$ cat config.mk
export PLATFORM = sky130hd
export DESIGN_NAME = mdq_ctrl
export DESIGN_NICKNAME = d
export VERILOG_FILES = /design/src/sv/mdq_pkg.sv /design/src/sv/mdq_ctrl.sv
export SDC_FILE = /design/constraint.sdc
export NUM_CORES = 1
export LEC_CHECK = 0
export ABC_AREA = 1
export BUFFER_PORTS_ARGS = -buffer_cell sky130_fd_sc_hd__buf_4
export CORE_AREA = 2 2 39 41
export CTS_CLUSTER_DIAMETER = 100
export DETAILED_ROUTE_END_ITERATION = 6
export DIE_AREA = 0 0 41 43
export GPL_ROUTABILITY_DRIVEN = 0
export HOLD_SLACK_MARGIN = 0.06
export SYNTH_ARGS = -nofsm -noshare
export SYNTH_HDL_FRONTEND = slang
export SYNTH_SLANG_ARGS = --single-unit
$ cat constraint.sdc
create_clock -name clk -period 1.2 [get_ports clk]
set_input_delay 0.06 -clock clk [delete_from_list [all_inputs] [get_ports clk]]
set_output_delay 0.06 -clock clk [all_outputs]
set_load 0.1 [all_outputs]
$ cat src/sv/mdq_pkg.sv
// ----------------------------------------------------------------------------
// mdq_pkg
// Shared codes, defaults and controller/datapath interface types for the
// multi-deque manager.
// ----------------------------------------------------------------------------
package mdq_pkg;

    localparam int DEF_NUM_QUEUES  = 16;
    localparam int DEF_POOL_DEPTH  = 1024;
    localparam int DEF_VALUE_WIDTH = 32;

    localparam logic [1:0] OP_PUSH  = 2'd0;
    localparam logic [1:0] OP_POP   = 2'd1;
    localparam logic [1:0] OP_MERGE = 2'd2;

    localparam logic [1:0] ST_OK    = 2'd0;
    localparam logic [1:0] ST_EMPTY = 2'd1;
    localparam logic [1:0] ST_FULL  = 2'd2;
    localparam logic [1:0] ST_SELF  = 2'd3;

    localparam logic [1:0] RES_ZERO = 2'd0;
    localparam logic [1:0] RES_NEG  = 2'd1;
    localparam logic [1:0] RES_DATA = 2'd2;

    typedef struct packed {
        logic       load;
        logic       qsel_src;
        logic       push_rd;
        logic       push_wr;
        logic       pop_wr;
        logic       mrg_latch;
        logic       mrg_fwd;
        logic       rev_rd;
        logic       rev_wr;
        logic       finish;
        logic [1:0] fin_code;
        logic [1:0] fin_res;
    } ctl_t;

    typedef struct packed {
        logic [1:0] op;
        logic       back;
        logic       t_ok;
        logic       s_ok;
        logic       self_merge;
        logic       q_empty;
        logic       pool_full;
        logic       last_step;
    } stat_t;

endpackage

$ cat src/sv/mdq_ctrl.sv
// ----------------------------------------------------------------------------
// mdq_ctrl
// Sequencer for one item at a time: decode, node memory read, update, and the
// node-by-node walk of a reversed merge.
// ----------------------------------------------------------------------------
module mdq_ctrl
    import mdq_pkg::*;
(
    input  logic  clk,
    input  logic  rst_n,
    input  logic  start,
    output logic  busy,
    input  stat_t stat,
    output ctl_t  ctl
);

    localparam logic [2:0] S_IDLE = 3'd0;
    localparam logic [2:0] S_DEC  = 3'd1;
    localparam logic [2:0] S_PUSH = 3'd2;
    localparam logic [2:0] S_POP  = 3'd3;
    localparam logic [2:0] S_MTGT = 3'd4;
    localparam logic [2:0] S_RVRD = 3'd5;
    localparam logic [2:0] S_RVWR = 3'd6;

    logic [2:0] state_reg;
    logic [2:0] state_next;

    assign busy = (state_reg != S_IDLE);

    always_comb
    begin
        ctl        = '0;
        state_next = state_reg;
        case (state_reg)
            S_IDLE:
            begin
                if (start)
                begin
                    ctl.load   = 1'b1;
                    state_next = S_DEC;
                end
            end
            S_DEC:
            begin
                ctl.qsel_src = (stat.op == OP_MERGE);
                case (stat.op)
                    OP_PUSH:
                    begin
                        if (!stat.t_ok || stat.pool_full)
                        begin
                            ctl.finish   = 1'b1;
                            ctl.fin_code = ST_FULL;
                            state_next   = S_IDLE;
                        end
                        else
                        begin
                            ctl.push_rd = 1'b1;
                            state_next  = S_PUSH;
                        end
                    end
                    OP_POP:
                    begin
                        if (!stat.t_ok || stat.q_empty)
                        begin
                            ctl.finish   = 1'b1;
                            ctl.fin_code = ST_EMPTY;
                            ctl.fin_res  = RES_NEG;
                            state_next   = S_IDLE;
                        end
                        else
                        begin
                            state_next = S_POP;
                        end
                    end
                    OP_MERGE:
                    begin
                        if (!stat.t_ok || !stat.s_ok)
                        begin
                            ctl.finish = 1'b1;
                            state_next = S_IDLE;
                        end
                        else if (stat.self_merge)
                        begin
                            ctl.finish   = 1'b1;
                            ctl.fin_code = ST_SELF;
                            state_next   = S_IDLE;
                        end
                        else if (stat.q_empty)
                        begin
                            ctl.finish = 1'b1;
                            state_next = S_IDLE;
                        end
                        else
                        begin
                            ctl.mrg_latch = 1'b1;
                            state_next    = S_MTGT;
                        end
                    end
                    default:
                    begin
                        ctl.finish = 1'b1;
                        state_next = S_IDLE;
                    end
                endcase
            end
            S_PUSH:
            begin
                ctl.push_wr = 1'b1;
                ctl.finish  = 1'b1;
                state_next  = S_IDLE;
            end
            S_POP:
            begin
                ctl.pop_wr  = 1'b1;
                ctl.finish  = 1'b1;
                ctl.fin_res = RES_DATA;
                state_next  = S_IDLE;
            end
            S_MTGT:
            begin
                if (!stat.back)
                begin
                    ctl.mrg_fwd = 1'b1;
                    ctl.finish  = 1'b1;
                    state_next  = S_IDLE;
                end
                else
                begin
                    ctl.rev_rd = 1'b1;
                    state_next = S_RVWR;
                end
            end
            S_RVRD:
            begin
                ctl.rev_rd = 1'b1;
                state_next = S_RVWR;
            end
            S_RVWR:
            begin
                ctl.rev_wr = 1'b1;
                if (stat.last_step)
                begin
                    ctl.finish = 1'b1;
                    state_next = S_IDLE;
                end
                else
                begin
                    state_next = S_RVRD;
                end
            end
            default:
            begin
                state_next = S_IDLE;
            end
        endcase
    end

    always_ff @(posedge clk or negedge rst_n)
    begin
        if (!rst_n)
        begin
            state_reg <= S_IDLE;
        end
        else
        begin
            state_reg <= state_next;
        end
    end

`ifndef SYNTHESIS
    a_accept_dec: assert property (@(posedge clk) disable iff (!rst_n)
        (start && !busy) |=> (state_reg == S_DEC))
        else $error("accepted item did not enter decode");
    a_finish_idle: assert property (@(posedge clk) disable iff (!rst_n)
        ctl.finish |=> (state_reg == S_IDLE))
        else $error("finish did not return to idle");
`endif

endmodule

# --- Word level (Yosys, flattened, before mapping) ---
# Index checks and enable logic that the tools add are counted.
word_totals:
  reg_bits: 3
  input_bits: 12
  output_inout_bits: 15
  word_cells: 60
classes:
  eq_ne: 9
  muxes: 41
  n_reduce_logical: 9
op_table:
  columns: ["cell", "n"]
  rows:
  - ["two-way mux 3 bit", 7]
  - ["two-way mux 1 bit", 19]
  - ["case mux 3 bit (5 select lines)", 1]
  - ["two-way mux 2 bit", 7]
  - ["== test 3 bit (second input constant)", 3]
  - ["case mux 3 bit (3 select lines)", 1]
  - ["== test 3 x 2 -> 1 bit (second input constant)", 2]
  - ["case mux 2 bit (3 select lines)", 1]
  - ["two-way mux 5 bit", 1]
  - ["case mux 1 bit (4 select lines)", 1]
  - ["case mux 2 bit (2 select lines)", 1]
  - ["== test 3 x 1 -> 1 bit (second input constant)", 1]
  - ["zero test 3 bit", 1]
  - ["logical OR 1 bit", 3]
  - ["case mux 1 bit (3 select lines)", 1]
  - ["nonzero test 3 bit", 1]
  - ["== test 2 x 1 -> 1 bit (second input constant)", 1]
  - ["== test 2 bit (second input constant)", 1]
  - ["zero test 1 bit", 2]
  - ["zero test 2 bit", 1]
  - ["!= test 2 bit (second input constant)", 1]
  - ["case mux 1 bit (2 select lines)", 1]
  - ["OR reduction 2 bit", 1]

# --- Logic depth before layout (Yosys ltp) ---
# Gate-level depths: netlist of the first run.
depth:
  word_depth: 5
  mapped_depth: 6
  ltp_nobuf: 6

# --- Least setup slack after synthesis of the first run ---
# Ideal clock, no wire load.
synth_path:
  path_type: "register to output"
  from: "reg state_reg[0]"
  to: "out ctl[13] in the netlist's numbering"
  arrival_ps: 2497
  t_required_ps: 1140
  setup_slack_ps: -1357
  path_stages_with_launch: 4
  n_path_buf: 0
  cell_sequence: "dfrtp_1 > inv_2 > nand3_2 > nor2_1"
synth_lines:
  columns: ["item", "line", "source"]
  rows:
  - ["start: declaration", "mdq_ctrl.sv:25", "logic [2:0] state_reg;"]
  - ["start signal: assignment", "mdq_ctrl.sv:166", "state_reg <= state_next;"]
  - ["end: declaration", "mdq_ctrl.sv:14", "output ctl_t ctl"]

==> results by group, run 1 <==
Clock tree
  – Clock transition at the registers of the reported paths: 0.03 ns
  – Clk_lat worst skew: 0.24 ns
  – Clock sink total: 3
  – H-tree levels: 1
  – Clock root cell: clkbuf_4
  – Clk buf depth: 2
  – TritonCTS buffer count: 3
  – CTS tree: built

Timing
  – Final setup viols: 15
  – Worst Tran Pin Value: 0.644 ns
  – Post-route setup slack: -0.223 ns
  – Max Freq: ~0.70 GHz
  – Final setup TNS: -2.42 ns
  – RSZ-0062 raised after global routing: true
  – Minimum clock period: around 1.4 ns
  – Final period util: 119%
  – Max_slew headroom: 56.6%
  – Final Hold Vio Count: 0
  – Final Slew Violations: 0
  – Worst Clk Skew: 0.00251 ns

Synthesis
  – Register bit total from synthesis: 3
  – Syn avg cell area: 5.29 sq um
  – Post-synthesis cell count: 69
  – Sequential share of the synthesized area: between 20% and 30%
  – Netlist cell types: 13
  – Mapped Nets: 81
  – Synth warn: 0
  – Syn Std Cell Area: 365 sq um

Min path
  – Min-delay worst type: in -> reg
  – Hold Path Depth: 3
  – Hold path startpoint: start

Cells and area
  – Fin cells: 132
  – Most common cell after layout, fill and taps aside: buf_4
  – Largest register FFs: 3
  – N_diodes: 0
  – Nets@finish: 129
  – Commonest non-fill, non-tap cells in the layout: buf_4, buf_12, nand2_1, nor2_1, inv_1
  – Area grow syn2layout: 197%
  – Layout cells sized above 1: roughly 68%

Power
  – VDD IR max: 1.53 mV
  – Pleak: between 0.4 and 0.5 nW
  – Design Power: 2.05 mW
  – PwrDens: 1890 mW/mm^2

Setup path
  – Worst-case reg-to-reg path depth: 6
  – WP data arrival: 1.36 ns
  – Worst reg2reg startpoint: state_reg[1]
  – Worst EP required: 1.14 ns
  – Crit Path Class: reg -> out
  – Setup crit start: state_reg[1]
  – Crit. End Element: primary output
  – CP startpoint kind: flop
  – Crit Path Max Fanout: 5

Die
  – Height of the die: about 43 um
  – Die Wd: 41 um
  – Starting Density: 26.4%
  – Row count: 14
  – IO Pins: 27
  – CORE AREA: between 0.001 and 0.0015 sq mm
  – Die ar.: 0.00176 sq mm

Drt
  – Number of remaining DRC errors: 0
  – Overall via count from detail_route: approximately 600
  – Post-Route WL: 1370 um
  – ANT nets after route: 0
  – DR WL/cell: 10.4 um
  – Vias per cell: about 4.5
  – Initial DRC count: 4
  – TritonRoute pass-1 iters: 3

Global route
  – First-pass GRT wire length: 2220 um
  – All-Layer GR Usage: 18.1%
  – Pin count of the biggest net entering global routing: 6
  – Vias in the first global route: ~580
  – Initial antenna violation count: 0
  – Grt total ovfl: 0

Outcome
  – Failing checks: negative setup slack
  – Run status: finished, violations left

Placed design
  – PortBufs: 26
  – Placed Instances: between 100 and 150
  – DPL Wire Length: 879 um

Flow run
  – Max-cap violations: 0
routing by layer:
layer / wire length, um / track usage, % / share of wire, %
met1: 504 / 22.7 / 37
met3: 38 / 3.66 / 2.8
met2: 809 / 27.5 / 59
met5: 0 / 0 / 0
met4: 17 / 10.0 / 1.2
kinds of logic after synthesis:
logic type / synth area share (%)
AO/OA/AOI/OAI: 5.48
buffers and inverters: 17.5
AND/OR/NAND/NOR: 56.5
flip-flops: 20.5
cell usage after synthesis:
| library cell | n | area [sq um] |
|---|---|---|
| a21oi_1 | 2 | 10.0 |
| dfrtp_1 | 3 | 75.1 |
| inv_1 | 13 | 48.8 |
| inv_2 | 4 | 15.0 |
| nand2_1 | 14 | 52.6 |
| nand3_1 | 6 | 30.0 |
| nand3_2 | 1 | 10.0 |
| nand3_4 | 1 | 17.5 |
| nand4_1 | 1 | 6.26 |
| nor2_1 | 19 | 71.3 |
| nor2_2 | 3 | 18.8 |
| o21ai_0 | 1 | 5.00 |
| o21ai_1 | 1 | 5.00 |
power by group:
group / leakage (nW) / internal (mW) / switching, mW
sequential: 0.0371 / 0.129 / 0.0455
combinational: 0.447 / 0.676 / 1.02
clock: 0.0150 / 0.125 / 0.0550
stage by stage:
| stage | util [%] | worst slack, ns | hold slack [ns] | area [sq um] |
|---|---|---|---|---|
| 6_report | 78.5 | -0.223 | 0.0716 | 1090 |
| 5_1_grt | 78.5 | -0.267 | 0.105 | 1090 |
| 4_1_cts | 75.5 | -0.182 | 0.0690 | 1040 |
| 3_5_place_dp | 54.2 | -0.0410 | -0.151 | 749 |
| 3_3_place_gp | 54.2 | -0.0174 | -0.150 | 749 |
| 2_1_floorplan | - | -0.440 | -0.236 | 452 |
timing repair:
action,CTS,global route
hold endpoints to repair,3,0
buffers inserted,3,2
setup endpoints to repair,15,17
pin swaps,6,6
hold buffers,1,0
gates resized for setup,55,9
worst max-delay path: stages (launching register included):
cell	delay [ns]
dfrtp_2	0.45
inv_2	0.10
nand3_4	0.10
buf_6	0.16
a21oi_4	0.14
buf_12	0.19
worst paths after layout:
kind,slack [ns],endpoint
min in group asynchronous,0.15,state_reg[2]
worst max register to register,0.01,state_reg[0]
worst min register to register,0.70,state_reg[2]
max in group asynchronous,0.95,state_reg[0]
worst min-delay path,0.07,state_reg[0]
worst max-delay path,-0.22,ctl[2]
final cells by class:
cell class / instances / area (sq um)
timing repair buffer: 43 / 524
inverter: 17 / 78.8
clock buffer: 4 / 26.3
sequential: 3 / 77.6
tap: 16 / 20.0
multi-input combinational: 49 / 359
fill: 98 / 298
(Power assumes the default switching activity.)
==> run 2, diff against run 1 <==
Settings changed: SKIP_CTS_REPAIR_TIMING set to 1.
Clock period 1.2 ns to 1.8 ns, I/O delays scaled along.
==> run 2 against run 1 <==
  * The flow now finishes without violations
  * Register-to-register slack better by 0.78 ns
  * Global-route usage is 5.0 points lower
  * Flip-flop and latch count stayed put
  * Combinational power is 60% lower
  * Clock skew is 0.0023 ns higher
  * Clock-buffer cell count stayed put
  * Sequential share of layout area is 4.7 points higher
  * Power is 56% lower
  * Hold slack better by 0.037 ns
  * Die area stayed put
  * Largest cell class is now multi-input combinational cells
  * Highest routed layer unchanged
==> results by group, run 2 (synthesis results as in run 1) <==
Drt
  – TritonRoute pass-1 iters: 2 (-1)
  – Initial DRC count: 3 (-1)
  – Post-Route WL: 947 um (-31%)
  – DR WL/cell: 8.16 um (-21%)
  – Overall via count from detail_route: 494 (-17%)
  – Vias per cell: 4.26 (-6.0%)
  – Number of remaining DRC errors: 0 (unchanged)
  – ANT nets after route: 0 (unchanged)

Cells and area
  – Nets@finish: 113 (-12%)
  – N_diodes: 0 (unchanged)
  – Commonest non-fill, non-tap cells in the layout: buf_4, nor2_1, nand2_1, inv_1
  – Fin cells: 116 (-12%)
  – Most common cell after layout, fill and taps aside: buf_4
  – Layout cells sized above 1: 42.0% (-26 points)
  – Final core occ: 45.8% (-33 points)
  – Area grow syn2layout: 73.6%
  – Largest register FFs: 3 (unchanged)

Min path
  – Min-Delay Endpoint: state_reg[0]
  – Hold Path Depth: 3 (unchanged)
  – Hold path startpoint: start
  – Min-delay worst type: in -> reg

Die
  – IO Pins: 27 (unchanged)
  – Starting Density: 26.4% (unchanged)
  – Die Wd: 41 um (unchanged)
  – CORE AREA: 0.00138 sq mm (unchanged)
  – Die ar.: 0.00176 sq mm (unchanged)
  – Height of the die: 43 um (unchanged)
  – Row count: 14 (unchanged)

Setup path
  – CP startpoint kind: flop
  – Crit Path Max Fanout: 5 (unchanged)
  – Crit. End Element: primary output
  – R2r setup slk: 0.79 ns (+0.78 ns)
  – Crit Path Class: reg -> out
  – Worst-case reg-to-reg path depth: 4 (-2)
  – WP data arrival: 1.45 ns (+0.09 ns)
  – Capturing point of the worst reg2reg path: state_reg[1]
  – Worst reg2reg startpoint: state_reg[0]
  – Worst EP required: 1.71 ns (+0.57 ns)

Power
  – VDD IR max: 0.788 mV (-49%)
  – PwrDens: 1440 mW/mm^2 (-24%)
  – Pleak: 0.400 nW (-20%)
  – Design Power: 0.911 mW (-56%)

Flow run
  – Max-cap violations: 0 (unchanged)

Timing
  – Max Freq: ~0.65 GHz
  – Final Slew Violations: 0 (unchanged)
  – RSZ-0062 raised after global routing: false
  – Final period util: 85.8%
  – Minimum clock period: about 1.5 ns
  – Worst Tran Pin Value: 0.280 ns (-0.365 ns)
  – Final Hold Vio Count: 0 (unchanged)
  – Max_slew headroom: 81.5% (+25 points)
  – Worst Clk Skew: 0.00481 ns (+0.00231 ns)
  – Final setup viols: 0 (-15)

Outcome
  – Run status: finished clean

Clock tree
  – Clk_lat worst skew: 0.23 ns (about the same)
  – TritonCTS buffer count: 3 (unchanged)
  – Clock transition at the registers of the reported paths: 0.03 ns (about the same)
  – Clk buf depth: 2 (unchanged)
  – H-tree levels: 1 (unchanged)
  – Clock root cell: clkbuf_4
  – CTS tree: built
  – Clock sink total: 3 (unchanged)

Global route
  – Pin count of the biggest net entering global routing: 8 (+2)
  – Initial antenna violation count: 0 (unchanged)
  – Vias in the first global route: 440 (-24%)
  – First-pass GRT wire length: 1570 um (-29%)
  – Grt total ovfl: 0 (unchanged)
  – All-Layer GR Usage: 13.1% (-5.0 points)

Placed design
  – Placed Instances: 111 (-9.0%)
  – PortBufs: 26 (unchanged)
  – DPL Wire Length: 805 um (-8.4%)
run 2: metal layers:
layer | up-vias | GRT usage [%] | wire, um
li1 | 268 | - | -
met1 | 205 | 15.2 | 385
met2 | 19 | 20.3 | 488
met3 | 2 | 1.57 | 59
met4 | 0 | 10.0 | 14
met5 | - | 0 | 0
run 2: worst max-delay path, stage by stage, from the launching register on:
cell,delay [ns]
dfrtp_1,0.45
inv_2,0.14
nand3_1,0.10
nor2_1,0.12
nor2_1,0.07
nand3_2,0.06
buf_4,0.28
run 2: worst max-delay path by stage:
| stage | start | to | cells after the start |
|---|---|---|---|
| floorplan | state_reg[1] | ctl[2] | 3 |
| global placement | state_reg[0] | ctl[4] | 6 |
| detailed placement | state_reg[0] | ctl[4] | 6 |
| CTS | state_reg[0] | ctl[4] | 6 |
| global route | state_reg[0] | ctl[4] | 6 |
| finish | state_reg[0] | ctl[4] | 6 |
run 2: area by class of cell:
type	instances	area, sq um
Clock buffer	4	26.3
Fill cell	147	749
Sequential cell	3	75.1
Timing Repair Buffer	27	205
Tap cell	16	20.0
Multi-Input combinational cell	49	244
Inverter	17	63.8
run 2: report_power, final:
group	leakage, nW	switching, mW	total, mW	internal, mW
sequential	0.0398	0.0280	0.111	0.0831
clock	0.0150	0.0349	0.118	0.0830
combinational	0.345	0.536	0.681	0.145
run 2: metrics by stage:
step                      hold WS (ns)  instance area (sq um)  setup WS (ns)  TNS [ns]
after floorplan                 -0.206                    383         -0.392     -1.48
after global placement          -0.121                    598          0.494         0
after detailed placement        -0.121                    598          0.493         0
after CTS                       -0.369                    624          0.242         0
after global routing             0.148                    634          0.159         0
final                            0.109                    634          0.255         0
